$ cat config.mk
export PLATFORM = sky130hd
export DESIGN_NAME = integer_to_ascii_formatter_flat
export DESIGN_NICKNAME = d
export VERILOG_FILES = /design/src/design/ita_pkg.sv /design/src/design/ita_if.sv /design/src/design/ita_dabble.sv /design/src/design/ita_emit.sv /design/src/design/integer_to_ascii_formatter.sv /design/src/flat_wrapper.sv
export SDC_FILE = /design/constraint.sdc
export NUM_CORES = 1
export LEC_CHECK = 0
export ABC_CLOCK_PERIOD_IN_PS = 33700
export BUFFER_PORTS_ARGS = -buffer_cell sky130_fd_sc_hd__buf_2
export CORE_MARGIN = 3
export CORE_UTILIZATION = 50
export DETAILED_ROUTE_END_ITERATION = 10
export GPL_ROUTABILITY_DRIVEN = 0
export PLACE_DENSITY = 0.7
export SLEW_MARGIN = 10
export SYNTH_ARGS = -nofsm -noshare
export SYNTH_HDL_FRONTEND = slang
export SYNTH_HIERARCHICAL = 1
export SYNTH_SLANG_ARGS = --single-unit
export TNS_END_PERCENT = 30
$ cat constraint.sdc
create_clock -name clock -period 33.7 [get_ports clock]
set_input_delay 8.425 -clock clock [delete_from_list [all_inputs] [get_ports clock]]
set_output_delay 8.425 -clock clock [all_outputs]
set_load 0.01 [all_outputs]
$ cat src/design/ita_pkg.sv
// shared constants, types and helper functions of the integer to ascii formatter
package ita_pkg;

   localparam int VALUE_W  = 64;
   localparam int COUNT_W  = 16;
   localparam int CHAR_W   = 7;
   localparam int ACTION_W = 2;
   localparam int NIB_W    = 4;
   localparam int DIGITS   = 20;
   localparam int BCD_W    = DIGITS * NIB_W;
   localparam int LEFT_W   = $clog2(DIGITS + 1);
   localparam int BIT_CNT_W = $clog2(VALUE_W);
   localparam int HEX32_DIGITS = 8;
   localparam int HEX64_DIGITS = 16;

   localparam logic [ACTION_W-1:0] ACT_DEC     = 2'd0;
   localparam logic [ACTION_W-1:0] ACT_HEX32_L = 2'd1;
   localparam logic [ACTION_W-1:0] ACT_HEX32_U = 2'd2;
   localparam logic [ACTION_W-1:0] ACT_HEX64_L = 2'd3;

   localparam logic [CHAR_W-1:0] ASCII_MINUS = 7'h2d;
   localparam logic [CHAR_W-1:0] ASCII_ZERO  = 7'h30;
   localparam logic [CHAR_W-1:0] ASCII_UA    = 7'h41;
   localparam logic [CHAR_W-1:0] ASCII_LA    = 7'h61;
   localparam logic [COUNT_W-1:0] COUNT_MAX  = '1;

   // load command for the character serializer
   typedef struct packed {
      logic [BCD_W-1:0]   digits;
      logic [LEFT_W-1:0]  ndig;
      logic               neg;
      logic               upper;
      logic [COUNT_W-1:0] start;
   } emit_cmd_type;

   function automatic logic [CHAR_W-1:0] digit_char(input logic [NIB_W-1:0] d,
                                                    input logic upper);
      logic [CHAR_W-1:0] dx;
      logic [CHAR_W-1:0] res;
      dx = {{(CHAR_W-NIB_W){1'b0}}, d};
      if (d < 4'd10) begin
         res = ASCII_ZERO + dx;
      end else if (upper) begin
         res = ASCII_UA + dx - 7'd10;
      end else begin
         res = ASCII_LA + dx - 7'd10;
      end
      return res;
   endfunction

   function automatic logic [COUNT_W-1:0] sat_inc(input logic [COUNT_W-1:0] c);
      logic [COUNT_W-1:0] res;
      res = (c == COUNT_MAX) ? COUNT_MAX : c + 1'b1;
      return res;
   endfunction

endpackage

$ cat src/design/ita_if.sv
// handshake channels for the number requests and the character responses
interface ita_req_if import ita_pkg::*; ();
   logic                valid;
   logic                ready;
   logic [ACTION_W-1:0] action;
   logic [VALUE_W-1:0]  value;
   logic [COUNT_W-1:0]  start_count;

   modport source (output valid, output action, output value, output start_count,
                   input ready);
   modport sink   (input valid, input action, input value, input start_count,
                   output ready);
endinterface

interface ita_rsp_if import ita_pkg::*; ();
   logic               valid;
   logic               ready;
   logic [CHAR_W-1:0]  char_code;
   logic               is_last;
   logic [COUNT_W-1:0] char_count;

   modport source (output valid, output char_code, output is_last, output char_count,
                   input ready);
   modport sink   (input valid, input char_code, input is_last, input char_count,
                   output ready);
endinterface

$ cat src/design/ita_dabble.sv
// bit-serial binary to bcd converter, shift-and-add-3, one input bit per cycle
module ita_dabble import ita_pkg::*; (
   input  logic               clock,
   input  logic               reset,
   input  logic               start,
   input  logic [VALUE_W-1:0] mag,
   output logic [BCD_W-1:0]   bcd,
   output logic               done
);

   logic [VALUE_W-1:0]   mag_ff, mag_in;
   logic [BCD_W-1:0]     bcd_ff, bcd_in;
   logic [BIT_CNT_W-1:0] cnt_ff, cnt_in;
   logic                 run_ff, run_in;
   logic                 done_ff, done_in;
   logic [BCD_W-1:0]     adj;

   // add 3 to every digit of 5 or more before the shift
   always_comb begin
      for (int i = 0; i < DIGITS; i++) begin
         if (bcd_ff[i*NIB_W +: NIB_W] >= 4'd5) begin
            adj[i*NIB_W +: NIB_W] = bcd_ff[i*NIB_W +: NIB_W] + 4'd3;
         end else begin
            adj[i*NIB_W +: NIB_W] = bcd_ff[i*NIB_W +: NIB_W];
         end
      end
   end

   always_comb begin
      mag_in  = mag_ff;
      bcd_in  = bcd_ff;
      cnt_in  = cnt_ff;
      run_in  = run_ff;
      done_in = 1'b0;
      if (start) begin
         mag_in = mag;
         bcd_in = '0;
         cnt_in = '0;
         run_in = 1'b1;
      end else if (run_ff) begin
         bcd_in = {adj[BCD_W-2:0], mag_ff[VALUE_W-1]};
         mag_in = {mag_ff[VALUE_W-2:0], 1'b0};
         cnt_in = cnt_ff + 1'b1;
         if (cnt_ff == BIT_CNT_W'(VALUE_W - 1)) begin
            run_in  = 1'b0;
            done_in = 1'b1;
         end
      end
   end

   always_ff @(posedge clock) begin
      mag_ff <= mag_in;
      bcd_ff <= bcd_in;
      cnt_ff <= cnt_in;
      if (reset) begin
         run_ff  <= 1'b0;
         done_ff <= 1'b0;
      end else begin
         run_ff  <= run_in;
         done_ff <= done_in;
      end
   end

   assign bcd  = bcd_ff;
   assign done = done_ff;

endmodule

$ cat src/design/ita_emit.sv
// digit shifter: drops leading zeros, then sends sign and digits one per cycle while the output slot is free
module ita_emit import ita_pkg::*; (
   input  logic          clock,
   input  logic          reset,
   input  logic          load,
   input  emit_cmd_type  cmd,
   output logic          busy,
   ita_rsp_if.source     rsp
);

   typedef enum logic [3:0] {
      E_IDLE  = 4'b0001,
      E_SKIP  = 4'b0010,
      E_SIGN  = 4'b0100,
      E_DIGIT = 4'b1000
   } emit_state_type;

   emit_state_type     state_ff, state_in;
   logic [BCD_W-1:0]   digits_ff, digits_in;
   logic [LEFT_W-1:0]  left_ff, left_in;
   logic               neg_ff, neg_in;
   logic               upper_ff, upper_in;
   logic [COUNT_W-1:0] count_ff, count_in;

   logic               out_valid_ff, out_valid_in;
   logic [CHAR_W-1:0]  out_code_ff, out_code_in;
   logic               out_last_ff, out_last_in;
   logic [COUNT_W-1:0] out_count_ff, out_count_in;

   logic               slot_free;
   logic [NIB_W-1:0]   top_nib;

   assign slot_free = !out_valid_ff || rsp.ready;
   assign top_nib   = digits_ff[BCD_W-1 -: NIB_W];

   always_comb begin
      state_in     = state_ff;
      digits_in    = digits_ff;
      left_in      = left_ff;
      neg_in       = neg_ff;
      upper_in     = upper_ff;
      count_in     = count_ff;
      out_valid_in = out_valid_ff && !rsp.ready;
      out_code_in  = out_code_ff;
      out_last_in  = out_last_ff;
      out_count_in = out_count_ff;
      unique case (state_ff)
         E_IDLE: begin
            if (load) begin
               digits_in = cmd.digits;
               left_in   = cmd.ndig;
               neg_in    = cmd.neg;
               upper_in  = cmd.upper;
               count_in  = cmd.start;
               state_in  = E_SKIP;
            end
         end
         E_SKIP: begin
            if (top_nib == '0 && left_ff > LEFT_W'(1)) begin
               digits_in = {digits_ff[BCD_W-NIB_W-1:0], {NIB_W{1'b0}}};
               left_in   = left_ff - 1'b1;
            end else begin
               state_in = neg_ff ? E_SIGN : E_DIGIT;
            end
         end
         E_SIGN: begin
            if (slot_free) begin
               out_valid_in = 1'b1;
               out_code_in  = ASCII_MINUS;
               out_last_in  = 1'b0;
               out_count_in = sat_inc(count_ff);
               count_in     = sat_inc(count_ff);
               state_in     = E_DIGIT;
            end
         end
         E_DIGIT: begin
            if (slot_free) begin
               out_valid_in = 1'b1;
               out_code_in  = digit_char(top_nib, upper_ff);
               out_last_in  = (left_ff == LEFT_W'(1));
               out_count_in = sat_inc(count_ff);
               count_in     = sat_inc(count_ff);
               digits_in    = {digits_ff[BCD_W-NIB_W-1:0], {NIB_W{1'b0}}};
               left_in      = left_ff - 1'b1;
               if (left_ff == LEFT_W'(1)) begin
                  state_in = E_IDLE;
               end
            end
         end
         default: begin
            state_in = E_IDLE;
         end
      endcase
   end

   always_ff @(posedge clock) begin
      digits_ff    <= digits_in;
      left_ff      <= left_in;
      neg_ff       <= neg_in;
      upper_ff     <= upper_in;
      count_ff     <= count_in;
      out_code_ff  <= out_code_in;
      out_last_ff  <= out_last_in;
      out_count_ff <= out_count_in;
      if (reset) begin
         state_ff     <= E_IDLE;
         out_valid_ff <= 1'b0;
      end else begin
         state_ff     <= state_in;
         out_valid_ff <= out_valid_in;
      end
   end

   assign busy           = (state_ff != E_IDLE);
   assign rsp.valid      = out_valid_ff;
   assign rsp.char_code  = out_code_ff;
   assign rsp.is_last    = out_last_ff;
   assign rsp.char_count = out_count_ff;

endmodule

$ cat src/design/integer_to_ascii_formatter.sv
// decimal: the converter shifts in the magnitude after the accept and then loads
// the digit shifter, which skips leading zeros and sends a minus sign when negative and
// then the digits while rsp is ready; hex: the shifter loads at the accept
// one word in flight; the next is accepted only after the last character is registered
// and the shifter has returned to idle
// synchronous active-high reset returns to idle with no response pending
module integer_to_ascii_formatter import ita_pkg::*; (
   input  logic      clock,
   input  logic      reset,
   ita_req_if.sink   req,
   ita_rsp_if.source rsp
);

   typedef enum logic [2:0] {
      ST_IDLE = 3'b001,
      ST_CONV = 3'b010,
      ST_EMIT = 3'b100
   } top_state_type;

   top_state_type      state_ff, state_in;
   logic               neg_ff, neg_in;
   logic [COUNT_W-1:0] start_ff, start_in;

   logic               accept;
   logic               neg_now;
   logic [VALUE_W-1:0] mag_now;
   logic               conv_start;
   logic [BCD_W-1:0]   conv_bcd;
   logic               conv_done;
   logic               emit_load;
   logic               emit_busy;
   emit_cmd_type       emit_cmd;

   assign req.ready = (state_ff == ST_IDLE);
   assign accept    = req.valid && req.ready;

   // magnitude as unsigned so the most negative value converts cleanly
   assign neg_now = (req.action == ACT_DEC) && req.value[VALUE_W-1];
   assign mag_now = neg_now ? (~req.value + 1'b1) : req.value;

   assign conv_start = accept && (req.action == ACT_DEC);

   ita_dabble u_dabble (
      .clock (clock),
      .reset (reset),
      .start (conv_start),
      .mag   (mag_now),
      .bcd   (conv_bcd),
      .done  (conv_done)
   );

   always_comb begin
      emit_load = 1'b0;
      emit_cmd  = '0;
      if (state_ff == ST_CONV) begin
         emit_load       = conv_done;
         emit_cmd.digits = conv_bcd;
         emit_cmd.ndig   = LEFT_W'(DIGITS);
         emit_cmd.neg    = neg_ff;
         emit_cmd.upper  = 1'b0;
         emit_cmd.start  = start_ff;
      end else begin
         emit_load      = accept && (req.action != ACT_DEC);
         emit_cmd.neg   = 1'b0;
         emit_cmd.upper = (req.action == ACT_HEX32_U);
         emit_cmd.start = req.start_count;
         if (req.action == ACT_HEX64_L) begin
            emit_cmd.digits = {req.value, {(BCD_W-VALUE_W){1'b0}}};
            emit_cmd.ndig   = LEFT_W'(HEX64_DIGITS);
         end else begin
            emit_cmd.digits = {req.value[VALUE_W/2-1:0], {(BCD_W-VALUE_W/2){1'b0}}};
            emit_cmd.ndig   = LEFT_W'(HEX32_DIGITS);
         end
      end
   end

   ita_emit u_emit (
      .clock (clock),
      .reset (reset),
      .load  (emit_load),
      .cmd   (emit_cmd),
      .busy  (emit_busy),
      .rsp   (rsp)
   );

   always_comb begin
      state_in = state_ff;
      neg_in   = neg_ff;
      start_in = start_ff;
      unique case (state_ff)
         ST_IDLE: begin
            if (accept) begin
               neg_in   = neg_now;
               start_in = req.start_count;
               state_in = (req.action == ACT_DEC) ? ST_CONV : ST_EMIT;
            end
         end
         ST_CONV: begin
            if (conv_done) begin
               state_in = ST_EMIT;
            end
         end
         ST_EMIT: begin
            // busy rises the cycle after the load, so this waits for the real end
            if (!emit_busy) begin
               state_in = ST_IDLE;
            end
         end
         default: begin
            state_in = ST_IDLE;
         end
      endcase
   end

   always_ff @(posedge clock) begin
      neg_ff   <= neg_in;
      start_ff <= start_in;
      if (reset) begin
         state_ff <= ST_IDLE;
      end else begin
         state_ff <= state_in;
      end
   end

endmodule

$ cat src/flat_wrapper.sv
// flat-port wrapper written by rule: the top's interface ports become plain ports
module integer_to_ascii_formatter_flat import ita_pkg::*;
  (clock, reset, req_valid, req_action, req_value, req_start_count, req_ready, rsp_valid, rsp_char_code, rsp_is_last, rsp_char_count, rsp_ready);
  ita_req_if req_i ();
  ita_rsp_if rsp_i ();
  input  logic clock;
  input  logic reset;
  input wire logic [$bits(req_i.valid)-1:0] req_valid;
  input wire logic [$bits(req_i.action)-1:0] req_action;
  input wire logic [$bits(req_i.value)-1:0] req_value;
  input wire logic [$bits(req_i.start_count)-1:0] req_start_count;
  output wire logic [$bits(req_i.ready)-1:0] req_ready;
  output wire logic [$bits(rsp_i.valid)-1:0] rsp_valid;
  output wire logic [$bits(rsp_i.char_code)-1:0] rsp_char_code;
  output wire logic [$bits(rsp_i.is_last)-1:0] rsp_is_last;
  output wire logic [$bits(rsp_i.char_count)-1:0] rsp_char_count;
  input wire logic [$bits(rsp_i.ready)-1:0] rsp_ready;
  assign req_i.valid = req_valid;
  assign req_i.action = req_action;
  assign req_i.value = req_value;
  assign req_i.start_count = req_start_count;
  assign req_ready = req_i.ready;
  assign rsp_valid = rsp_i.valid;
  assign rsp_char_code = rsp_i.char_code;
  assign rsp_is_last = rsp_i.is_last;
  assign rsp_char_count = rsp_i.char_count;
  assign rsp_i.ready = rsp_ready;
  integer_to_ascii_formatter u_core (.clock(clock), .reset(reset), .req(req_i), .rsp(rsp_i));
endmodule
Yosys cells after proc, flatten, opt, wreduce, memory -nomap -nowiden. Index checks and enable logic that the tools add are counted. W data, S select, Z words.

Add/sub/neg operators: 29. Magnitude comparators: 22. Equal/unequal tests: 23. Multiplexer cells: 64. Bitwise logic cells: 2. Reduce and logical (&&, ||, !) cells: 26.

Operators with widths (count): $mux W80 (3); $pmux W80 S3 (1); $mux W64 (3); $mux W103 (1); $mux W4 (25); $mux W85 (1); $ge A4 B3 Y1 const B (20); $add A4 B2 Y4 const B (19); $add A64 B1 Y64 const B (1); $not A64 Y64 (1); $mux W16 (3); $pmux W16 S2 (1); $mux W7 (4); $add A16 B1 Y16 const B (1); $eq A16 B16 Y1 const B (1); $ne A2 B2 Y1 const B (8); $pmux W4 S4 (1); $mux W3 (5); $mux W5 (3); $pmux W5 S3 (1); $pmux W7 S2 (1); $sub A7 B4 Y7 const B (2); $mux W1 (9); $pmux W3 S3 (1); other kinds (35) (50).

Bits in registers: 304. Input port bits: 86. Output and inout port bits: 26. Word-level logic and storage cells: 184.

Logic depth before layout (Yosys ltp). Gate-level depths: netlist of the first run.

Depth in word-level cells: 6. Mapped depth: 8.

Cells and area by module. The synthesis of the first run kept the hierarchy.

By module, submodules not included: ita_dabble (times used 1, cells an instance 790, area each 7817.5 µm², sequential area each 3683.5 µm²); ita_emit (times used 1, cells an instance 562, area each 5952.0 µm², sequential area each 3913.8 µm²); integer_to_ascii_formatter (times used 1, cells an instance 611, area each 3763.6 µm², sequential area each 570.5 µm²).

Worst setup path before layout of the first run. No wires, ideal clock.

Path kind: input port to flip-flop. From: in req_valid. To: reg u_core.u_emit.digits_ff[0], enable pin. Library setup time: 981 ps. Data arrival time: 22274 ps. Slack: 10445 ps. Cell stages on the path: 5. Buffers on the path: 0. Cell sequence: nor2b_1 > nand3b_1 > o21ai_0 > nor2_1 > a2111oi_0.

Word-level cells in the longest chain between the ends: 5.

Ends and longest elaborated chain: start: declaration (line flat_wrapper.sv:8) `input wire logic [$bits(req_i.valid)-1:0] req_valid;`; $logic_and A1 B1 Y1 (line integer_to_ascii_formatter.sv:35) `assign accept = req.valid && req.ready;`; $logic_and A1 B1 Y1 (line integer_to_ascii_formatter.sv:63) `emit_load = accept && (req.action != ACT_DEC);`; $mux W1 (line integer_to_ascii_formatter.sv:55) `if (state_ff == ST_CONV) begin`; net u_core.emit_load (line integer_to_ascii_formatter.sv:30) `logic emit_load;`; $ne A2 B1 Y1 (no line); $reduce_and A4 Y1 (no line); end signal: assignment (line ita_emit.sv:97) `digits_ff <= digits_in;`; end: declaration (line ita_emit.sv:19) `logic [BCD_W-1:0] digits_ff, digits_in;`.

The timed path passes the listed nets, and every way through them passes these cells. A chain may end at the register's enable or synchronous reset.

Worst setup path in the final report of the first run.
From: in req_action[1]. To: reg u_core.u_dabble.mag_ff[4] (data pin).

Word-level cells in the longest chain between the ends: 4.

Ends and longest elaborated chain: start: declaration (line flat_wrapper.sv:9) `input wire logic [$bits(req_i.action)-1:0] req_action;`; $logic_not A2 Y1 (line integer_to_ascii_formatter.sv:38) `assign neg_now = (req.action == ACT_DEC) && req.value[VALUE_W-1];`; $logic_and A1 B1 Y1 (line integer_to_ascii_formatter.sv:38); $mux W64 (line integer_to_ascii_formatter.sv:39) `assign mag_now = neg_now ? (~req.value + 1'b1) : req.value;`; net u_core.mag_now[4] (line integer_to_ascii_formatter.sv:26) `logic [VALUE_W-1:0] mag_now;`; $mux W64 (line ita_dabble.sv:35) `if (start) begin`; net u_core.u_dabble.mag_in[4] (line ita_dabble.sv:11) `logic [VALUE_W-1:0] mag_ff, mag_in;`; end signal: assignment (line ita_dabble.sv:52) `mag_ff <= mag_in;`; end: declaration (line ita_dabble.sv:11).

The timed path passes the listed nets, and every way through them passes these cells.

==> results of run 1 <==
==> layout by cell type (no fill, tap or decap), types with 62 or more instances in the layout <==
| cell | instances |
|---|---|
| nand2_1 | 488 |
| edfxtp_1 | 208 |
| mux2_2 | 69 |
| nor2_1 | 139 |
| dfxtp_1 | 95 |
| o21ai_0 | 84 |
| buf_2 | 111 |
| nand3_1 | 62 |
| inv_1 | 99 |
| a21oi_1 | 93 |
==> layer usage <==
metal / vias up / GRT usage
li1: 7052 / -
met2: 620 / 0.389
met4: 0 / 0.0855
met5: - / 0
met3: 105 / 0.0308
met1: 7031 / 0.319
==> worst min-delay path by stage <==
| stage | endpoint | cells after the start | start | slack [ns] |
|---|---|---|---|---|
| 2_1_floorplan | u_core/u_dabble/bcd[79]$_SDFFE_PP0P_ | 2 | u_core/u_dabble/bcd[79]$_SDFFE_PP0P_ | 0.45 |
| 3_3_place_gp | u_core/u_dabble/bcd[79]$_SDFFE_PP0P_ | 2 | u_core/u_dabble/bcd[79]$_SDFFE_PP0P_ | 0.46 |
| 3_5_place_dp | u_core/u_dabble/bcd[79]$_SDFFE_PP0P_ | 2 | u_core/u_dabble/bcd[79]$_SDFFE_PP0P_ | 0.48 |
| 4_1_cts | u_core/u_dabble/bcd[79]$_SDFFE_PP0P_ | 2 | u_core/u_dabble/bcd[79]$_SDFFE_PP0P_ | 0.48 |
| 5_1_grt | u_core/u_dabble/bcd[79]$_SDFFE_PP0P_ | 2 | u_core/u_dabble/bcd[79]$_SDFFE_PP0P_ | 0.51 |
| 6_report | u_core/u_dabble/bcd[79]$_SDFFE_PP0P_ | 2 | u_core/u_dabble/bcd[79]$_SDFFE_PP0P_ | 0.48 |
==> flip-flops by register name, summed over array words and instances, names as in the netlist <==
name and count:
u_core/u_dabble/bcd 80, u_core/u_emit/digits_ff 80, u_core/u_dabble/mag_ff 64, u_core/start_ff 16, u_core/u_emit/count_ff 16, u_core/u_emit/rsp.char_count 16, u_core/u_emit/rsp.char_code 7, u_core/u_dabble/cnt_ff 6
u_core/u_emit/left_ff 5, u_core/u_emit/state_ff 4, u_core/state_ff 3, u_core/neg_ff 1, u_core/u_dabble/done 1, u_core/u_dabble/run_ff 1, u_core/u_emit/neg_ff 1, u_core/u_emit/rsp.is_last 1
u_core/u_emit/rsp.valid 1, u_core/u_emit/upper_ff 1
==> worst max-delay path, stage by stage <==
cell	delay, ns
buf_2	0.13
nor2_1	0.33
nand2_2	0.69
inv_1	0.87
o21ai_0	0.26
xnor2_1	0.18
mux2_2	0.27
==> cell type report <==
cell class                      instances  area share
Timing Repair Buffer                  123      0.0332
Multi-Input combinational cell       1453       0.439
Sequential cell                       304       0.420
Clock inverter                         12     0.00669
Inverter                              100      0.0193
Tap cell                              448      0.0288
Clock buffer                           51      0.0524
==> per-stage QoR <==
stage,hold slack [ns],area [sq um],utilization
after CTS,0.484,19400,0.571
after global routing,0.513,19400,0.571
after global placement,0.463,18300,0.538
after detailed placement,0.476,18300,0.538
after floorplan,0.445,17500,-
final,0.481,19400,0.571
==> synthesized netlist by cell type, drive strengths merged, types with 3 or more instances <==
cell      n  share of area
nand2   491           0.11
edfxtp  208           0.36
nor2    141          0.030
inv     100          0.021
dfxtp    96           0.11
a21oi    93          0.027
o21ai    90          0.026
mux2     69          0.044
nand3    62          0.018
a31oi    60          0.021
clkbuf   55          0.012
buf      52          0.016
nor3     47          0.014
ha       46          0.033
xor2     46          0.023
xnor2    34          0.017
nand4    29          0.011
or3      24         0.0088
and3     22         0.0078
nor4     20          0.013
o32ai    20          0.010
o22a     19         0.0095
o22ai    19         0.0068
a21bo    18          0.010
a311oi   18         0.0090
nand2b   11         0.0039
o31ai     7         0.0036
and2      6         0.0021
nand4b    5         0.0029
nor3b     5         0.0024
or4b      5         0.0029
nor4b     4         0.0024
or2       4         0.0014
a211oi    3         0.0016
a41oi     3         0.0015
mux2i     3         0.0017
o41ai     3         0.0026
or4       3         0.0013
==> kinds of logic after synthesis <==
family,Yosys count
xor gates and xnor gates,80
other,1
and+or+nand+nor,886
muxes,72
adders and majority gates,46
buffers and inverters,207
AOI/OAI and AO/OA,367
DFF,304
==> power groups by stage <==
stage	logic, W	clock network, W	registers, W
6_report	0.000360	0.000384	0.000614
5_1_grt	0.000403	0.000404	0.000630
4_1_cts	0.000353	0.000390	0.000612
3_5_place_dp	0.000350	0	0.000618
3_3_place_gp	0.000330	0	0.000614
2_1_floorplan	0.000273	0	0.000614
==> results by group, run 1 <==
Status
  • Status: complete, no violations

Timing
  • Setup slack after layout: 22.79 ns
  • Final Critical Period: 10.91 ns
  • Post-Route Setup TNS: 0 ns
  • Hold Fails Final Rpt: 0
  • Period utilisation layout: 0.324
  • Worst Max-Slew Pin Slew: 1.21 ns
  • Final setup fails: 0
  • Fin. max-slew vios: 0
  • Max Clock Freq: 91.6 MHz
  • RSZ-0062 raised after global routing: false
  • Clock skew: 0.0178 ns
  • Relative slew slack: 0.196

Floorplanning
  • # rows: 67
  • Core area: 34000 sq um
  • Io pins: 112
  • Die width: 193 um
  • Initial Util: 0.515
  • Die Ht: 193 um
  • Die area: 37300 sq um

GRT
  • Initial antenna violation count: 0
  • First-pass GRT wire length: 73700 um
  • Total gr overflow: 0
  • Largest net degree at the start of global routing: 116
  • Gr usage total: 0.235
  • Vias in the first global route: 14400

Clock network
  • Clock root cell: clkbuf_16
  • H-tree levels: 2
  • Clock Latency Late Sink: 0.52 ns
  • TritonCTS Buffers: 35
  • CTS sink count: 304
  • CTS resizes: 0
  • CTS tree: done
  • Worst-path clk slew: 0.06 ns
  • Post-CTS setup buffer count: 0
  • Post-CTS Hold Buffers: 0
  • Clk buf depth: 3

Placed design
  • Setup WS pre-CTS: 22.31 ns
  • IO buf count: 111
  • Post-DP HPWL: 29800 um
  • Placed cells: 2428

Final layout
  • Layout cell share with drive strength beyond 1: 0.145
  • Nets: 2149
  • Area of the multi-input gates: 8540 sq um
  • Layout Area Growth over Synthesis: 10.9%
  • Filler instances: 3072
  • FF+latch area: 8170 sq um
  • ANT cells: 0
  • Non-filler cells, final: 2491

Pwr
  • Lkg Pwr: 7.72 nW
  • Sw frac: 0.343
  • Internal: 0.000893 W
  • Clock power share: 0.283
  • Sequential power share: 0.452
  • Pwr dens: 69.8 nW/um^2
  • Comb pwr share: 0.265
  • VDD IR-drop max: 50.3 uV
  • Power, Total: 0.00136 W
  • Psw: 0.000465 W

Detailed routing
  • WL final: 45700 um
  • Met3 WL post-DR: 3100 um
  • Via count: 14800
  • DR DRC count: 0
  • Drt wl/cell: 18.4 um
  • Drt via density: 5.94
  • WL met2: 21500 um
  • First drt pass iteration count: 6
  • ANT nets after route: 0
  • Top routing layer in use: met4
  • Metal-1 WL: 19700 um
  • First DRT Iteration DRCs: 1552

Synth
  • Post-Syn Instances: 1963
  • Top FF cell, synth: edfxtp_1
  • Flops & latches, synth: 304
  • Synth Area in Compound Gates: 0.136
  • Largest family of logic cells by synthesized area: simple AND/OR/NAND/NOR gates
  • Number of flops mapped to enable cells by yosys: 208
  • Mux contribution to synthesized area: 0.0460
  • Synthesized area per cell: 8.93 sq um
  • Synthesized area: 17500 sq um
  • Synth warn: 6
  • Synth unique cells: 76
  • XOR/XNOR Fraction of Synth Area: 0.0400
  • Post-Synth Adder-Cell Area: 0.0328
  • Ys async rst share: 0
  • Post-Synth Simple-Gate Area: 0.230
  • Register area share after synthesis: 0.466

Worst setup path
  • Launch point of the worst reg-to-reg path: u_core/state_ff[0]$_SDFFE_PP1P_
  • Reg2reg end: u_core/u_emit/digits_ff[16]$_DFFE_PP_
  • Crit path required time: 33.96 ns
  • Flop2flop setup slack: 29.10 ns
  • Worst-path maximum fanout: 51
  • Crit end category: flip-flop
  • Crit path kind: in2reg
  • Worst EP arrival: 11.18 ns
  • Crit path to: u_core/u_dabble/mag_ff[4]$_DFFE_PP_
  • Crit path from: req_action[1]
  • FF-to-FF path depth: 9
  • CP Launch Type: primary input

Flow run
  • Max cap viols: 0

Hold path
  • Tightest Hold Check Type: reg2reg
Note: power is estimated with default switching activity, not from simulation.
==> run 2, diff against run 1 <==
ABC_AREA = 1   (was not set)
ABC_CLOCK_PERIOD_IN_PS = 11400   (was 33700)
clock period = 11.4 ns   (was 33.7 ns; I/O delays follow)
==> results by group, run 2 <==
Worst setup path
  • Crit path required time: 11.53 ns (was 33.96 ns)
  • Launch point of the worst reg-to-reg path: u_core/u_emit/state_ff[3]$_SDFFE_PP0P_ (was u_core/state_ff[0]$_SDFFE_PP1P_)
  • Most Frequent Cell on Critical Path: buf_4
  • Crit path to: u_core/u_dabble/mag_ff[49]$_DFFE_PP_ (was u_core/u_dabble/mag_ff[4]$_DFFE_PP_)
  • Crit path kind: in2reg (unchanged)
  • FF-to-FF path depth: 7 (was 9)
  • CP Buf/Inv Count: 6 (was 2)
  • Flop2flop setup slack: 8.04 ns (was 29.10 ns)
  • Crit-path cells: buf_2 > nor2_2 > nand2_1 > inv_2 > buf_4 > nor2_4 > buf_4 > inv_2 > buf_4 (was buf_2 > nor2_1 > nand2_2 > inv_1 > o21ai_0 > xnor2_1 > mux2_2)
  • Crit end category: flip-flop (unchanged)
  • Worst EP arrival: 5.32 ns (was 11.18 ns)
  • Crit path from: req_action[1] (unchanged)
  • Reg2reg end: u_core/u_emit/count_ff[13]$_DFFE_PP_ (was u_core/u_emit/digits_ff[16]$_DFFE_PP_)
  • Max stage delay on crit path: 0.67 ns (was 0.87 ns)
  • CP max-delay cell: buf_4 (was inv_1)
  • Worst-path maximum fanout: 70 (was 51)
  • Crit-path leading delay family: buffers and inverters (was simple AND/OR/NAND/NOR gates)
  • Worst path depth: 9 (was 7)
  • CP Launch Type: primary input (unchanged)

Timing
  • Post-Route Setup TNS: 0 ns (unchanged)
  • Period utilisation layout: 0.455
  • Fin Hold WS: 0.458 ns (was 0.481 ns)
  • Fin. max-slew vios: 0 (unchanged)
  • Hold Fails Final Rpt: 0 (unchanged)
  • RSZ-0062 raised after global routing: false (unchanged)
  • Clock skew: 0.0128 ns (was 0.0178 ns)
  • Final setup fails: 0 (unchanged)
  • Max Clock Freq: 193 MHz
  • Worst Max-Slew Pin Slew: 1.02 ns (was 1.21 ns)
  • Relative slew slack: 0.319 (was 0.196)
  • Final Critical Period: 5.19 ns

Detailed routing
  • DR DRC count: 0 (unchanged)
  • Drt via density: 5.49 (was 5.94)
  • ANT nets after route: 0 (unchanged)
  • First drt pass iteration count: 8 (was 6)
  • WL final: 50600 um (was 45700 um)
  • Via count: 16600 (was 14800)
  • First DRT Iteration DRCs: 1976 (was 1552)
  • Drt wl/cell: 16.7 um (was 18.4 um)

Floorplanning
  • Io pins: 112 (unchanged)
  • Initial Util: 0.507 (was 0.515)
  • Core area: 35700 sq um (was 34000 sq um)
  • Die width: 196 um (was 193 um)
  • # rows: 69 (was 67)
  • Die Ht: 196 um (was 193 um)
  • Die area: 38500 sq um (was 37300 sq um)

GRT
  • Gr busiest metal: met2 (unchanged)
  • First-pass GRT wire length: 80300 um (was 73700 um)
  • Largest net degree at the start of global routing: 86 (was 116)
  • Met1 GRT Util: 0.350 (was 0.319)
  • GRT met2 Usage: 0.425 (was 0.389)
  • Initial antenna violation count: 1 (was 0)
  • Vias in the first global route: 15400 (was 14400)
  • Gr usage total: 0.257 (was 0.235)
  • Grt met3 use: 0.0326 (was 0.0308)
  • Total gr overflow: 0 (unchanged)

Clock network
  • CTS sink count: 304 (unchanged)
  • Clock root cell: clkbuf_16 (unchanged)
  • CTS tree: done (unchanged)
  • Post-CTS setup buffer count: 0 (unchanged)
  • H-tree levels: 2 (unchanged)
  • CTS resizes: 0 (unchanged)
  • Clock Latency Late Sink: 0.51 ns (was 0.52 ns)
  • Worst-path clk slew: 0.06 ns (about the same)
  • Clk buf depth: 3 (unchanged)
  • Post-CTS Hold Buffers: 0 (unchanged)
  • TritonCTS Buffers: 35 (unchanged)

Synth
  • Synth warn: 6 (unchanged)
  • Most frequent cell after synthesis: nand2_1 (unchanged)
  • Yosys top cell by area: edfxtp_1 (unchanged)
  • Synthesized area per cell: 7.34 sq um (was 8.93 sq um)
  • Synthesized area: 18100 sq um (was 17500 sq um)
  • Share of the synthesized area in the top cell type: 0.345 (was 0.356)
  • Number of flops mapped to enable cells by yosys: 208 (unchanged)
  • Top post-synthesis cells by area: edfxtp_1 (35%), nand2_1 (22%), dfxtp_1 (11%), nand3_1 (5.3%), inv_1 (4.5%) (was edfxtp_1 (36%), dfxtp_1 (11%), nand2_1 (11%), mux2_2 (4.4%), ha_1 (3.3%))
  • Post-Syn Instances: 2463 (was 1963)
  • Synth cell count leaders: nand2_1 (1070), inv_1 (217), edfxtp_1 (208) (was nand2_1 (491), edfxtp_1 (208), nor2_1 (140))
  • Ys async rst share: 0 (unchanged)
  • Synth unique cells: 46 (was 76)
  • Top FF cell, synth: edfxtp_1 (unchanged)
  • Register area share after synthesis: 0.452 (was 0.466)
  • Flops & latches, synth: 304 (unchanged)

Placed design
  • Placed cells: 2962 (was 2428)
  • IO buf count: 111 (unchanged)
  • Placed inst area: 18900 sq um (was 18300 sq um)
  • Post-DP HPWL: 35200 um (was 29800 um)

Pwr
  • Pwr dens: 171 nW/um^2 (was 69.8 nW/um^2)
  • Internal: 0.00233 W (was 0.000893 W)
  • Sw frac: 0.315 (was 0.343)
  • Clock power share: 0.307 (was 0.283)
  • Lkg Pwr: 9.35 nW (was 7.72 nW)
  • Sequential power share: 0.485 (was 0.452)
  • Comb pwr share: 0.208 (was 0.265)
  • Psw: 0.00107 W (was 0.000465 W)
  • VDD IR-drop max: 104 uV (was 50.3 uV)

Final layout
  • Layout Area Growth over Synthesis: 10.2% (was 10.9%)
  • Design Area, Final: 19900 sq um (was 19400 sq um)
  • Leading cell type in the layout, fill and taps excluded: nand2_1 (unchanged)
  • Final Core Density: 0.559 (was 0.571)
  • Most frequent cells in the layout: nand2_1 (1069), inv_1 (215), edfxtp_1 (208), nand3_1 (192), nor2_1 (187) (was nand2_1 (488), edfxtp_1 (208), nor2_1 (139), buf_2 (111), inv_1 (99))
  • Non-filler cells, final: 3025 (was 2491)
  • Layout cell share with drive strength beyond 1: 0.0979 (was 0.145)
  • Nets: 2670 (was 2149)

Status
  • Status: complete, no violations (unchanged)

Hold path
  • Tightest Hold Check Type: reg2reg (unchanged)

Flow run
  • Max cap viols: 0 (unchanged)
run 2: layout make-up:
class	instances	area, sq um
Fill cell	3330	15700
Multi-Input combinational cell	1838	8590
Sequential cell	304	8170
Clock buffer	48	955
Inverter	231	870
Timing Repair Buffer	128	683
Tap cell	461	577
Clock inverter	14	92.6
Antenna cell	1	2.50
run 2: logic make-up (layout without fill, tap and decap cells):
logic type / count (synthesis) / in the layout / synth area share
compound gates: 215 / 215 / 0.0703
simple gates: 1536 / 1536 / 0.351
flops: 304 / 304 / 0.452
fa+ha+maj: 46 / 46 / 0.0318
other cells: 1 / 3 / 0.000207
xor+xnor: 39 / 39 / 0.0193
buf+inv: 322 / 421 / 0.0757
run 2: power groups by stage:
stage               Sequential (W)  Clock, W  Combinational [W]
finish                     0.00165   0.00104           0.000710
global placement           0.00166         0           0.000683
detailed placement         0.00167         0           0.000704
floorplan                  0.00168         0           0.000490
global route               0.00168   0.00111           0.000796
CTS                        0.00165   0.00107           0.000707
run 2: worst min path at each step:
| stage | startpoint | endpoint | slack [ns] | cells after the start |
|---|---|---|---|---|
| 2_1_floorplan | u_core/u_dabble/mag_ff[63]$_DFFE_PP_ | u_core/u_dabble/bcd[0]$_SDFFE_PP0P_ | 0.42 | 2 |
| 3_3_place_gp | u_core/u_dabble/bcd[77]$_SDFFE_PP0P_ | u_core/u_dabble/bcd[77]$_SDFFE_PP0P_ | 0.46 | 2 |
| 3_5_place_dp | u_core/u_dabble/mag_ff[63]$_DFFE_PP_ | u_core/u_dabble/bcd[0]$_SDFFE_PP0P_ | 0.46 | 2 |
| 4_1_cts | u_core/u_dabble/mag_ff[63]$_DFFE_PP_ | u_core/u_dabble/bcd[0]$_SDFFE_PP0P_ | 0.46 | 2 |
| 5_1_grt | u_core/u_dabble/mag_ff[63]$_DFFE_PP_ | u_core/u_dabble/bcd[0]$_SDFFE_PP0P_ | 0.47 | 2 |
| 6_report | u_core/u_dabble/mag_ff[63]$_DFFE_PP_ | u_core/u_dabble/bcd[0]$_SDFFE_PP0P_ | 0.46 | 2 |
run 2: routing by layer:
metal	routed length, um	up-vias
li1	-	8080
met3	4290	123
met1	21300	7597
met2	23300	814
met4	1770	0
met5	0	-
run 2: worst min-delay path, cell delays in order (launching register included):
cell and delay [ns]:
edfxtp_1 0.32, nand2_1 0.06, o21ai_0 0.06
run 2: metrics by stage:
step	setup WS (ns)	power (W)
after floorplan	1.06	0.00217
after global placement	5.71	0.00235
after detailed placement	5.68	0.00237
after CTS	6.21	0.00342
after global routing	6.02	0.00358
final	6.21	0.00341
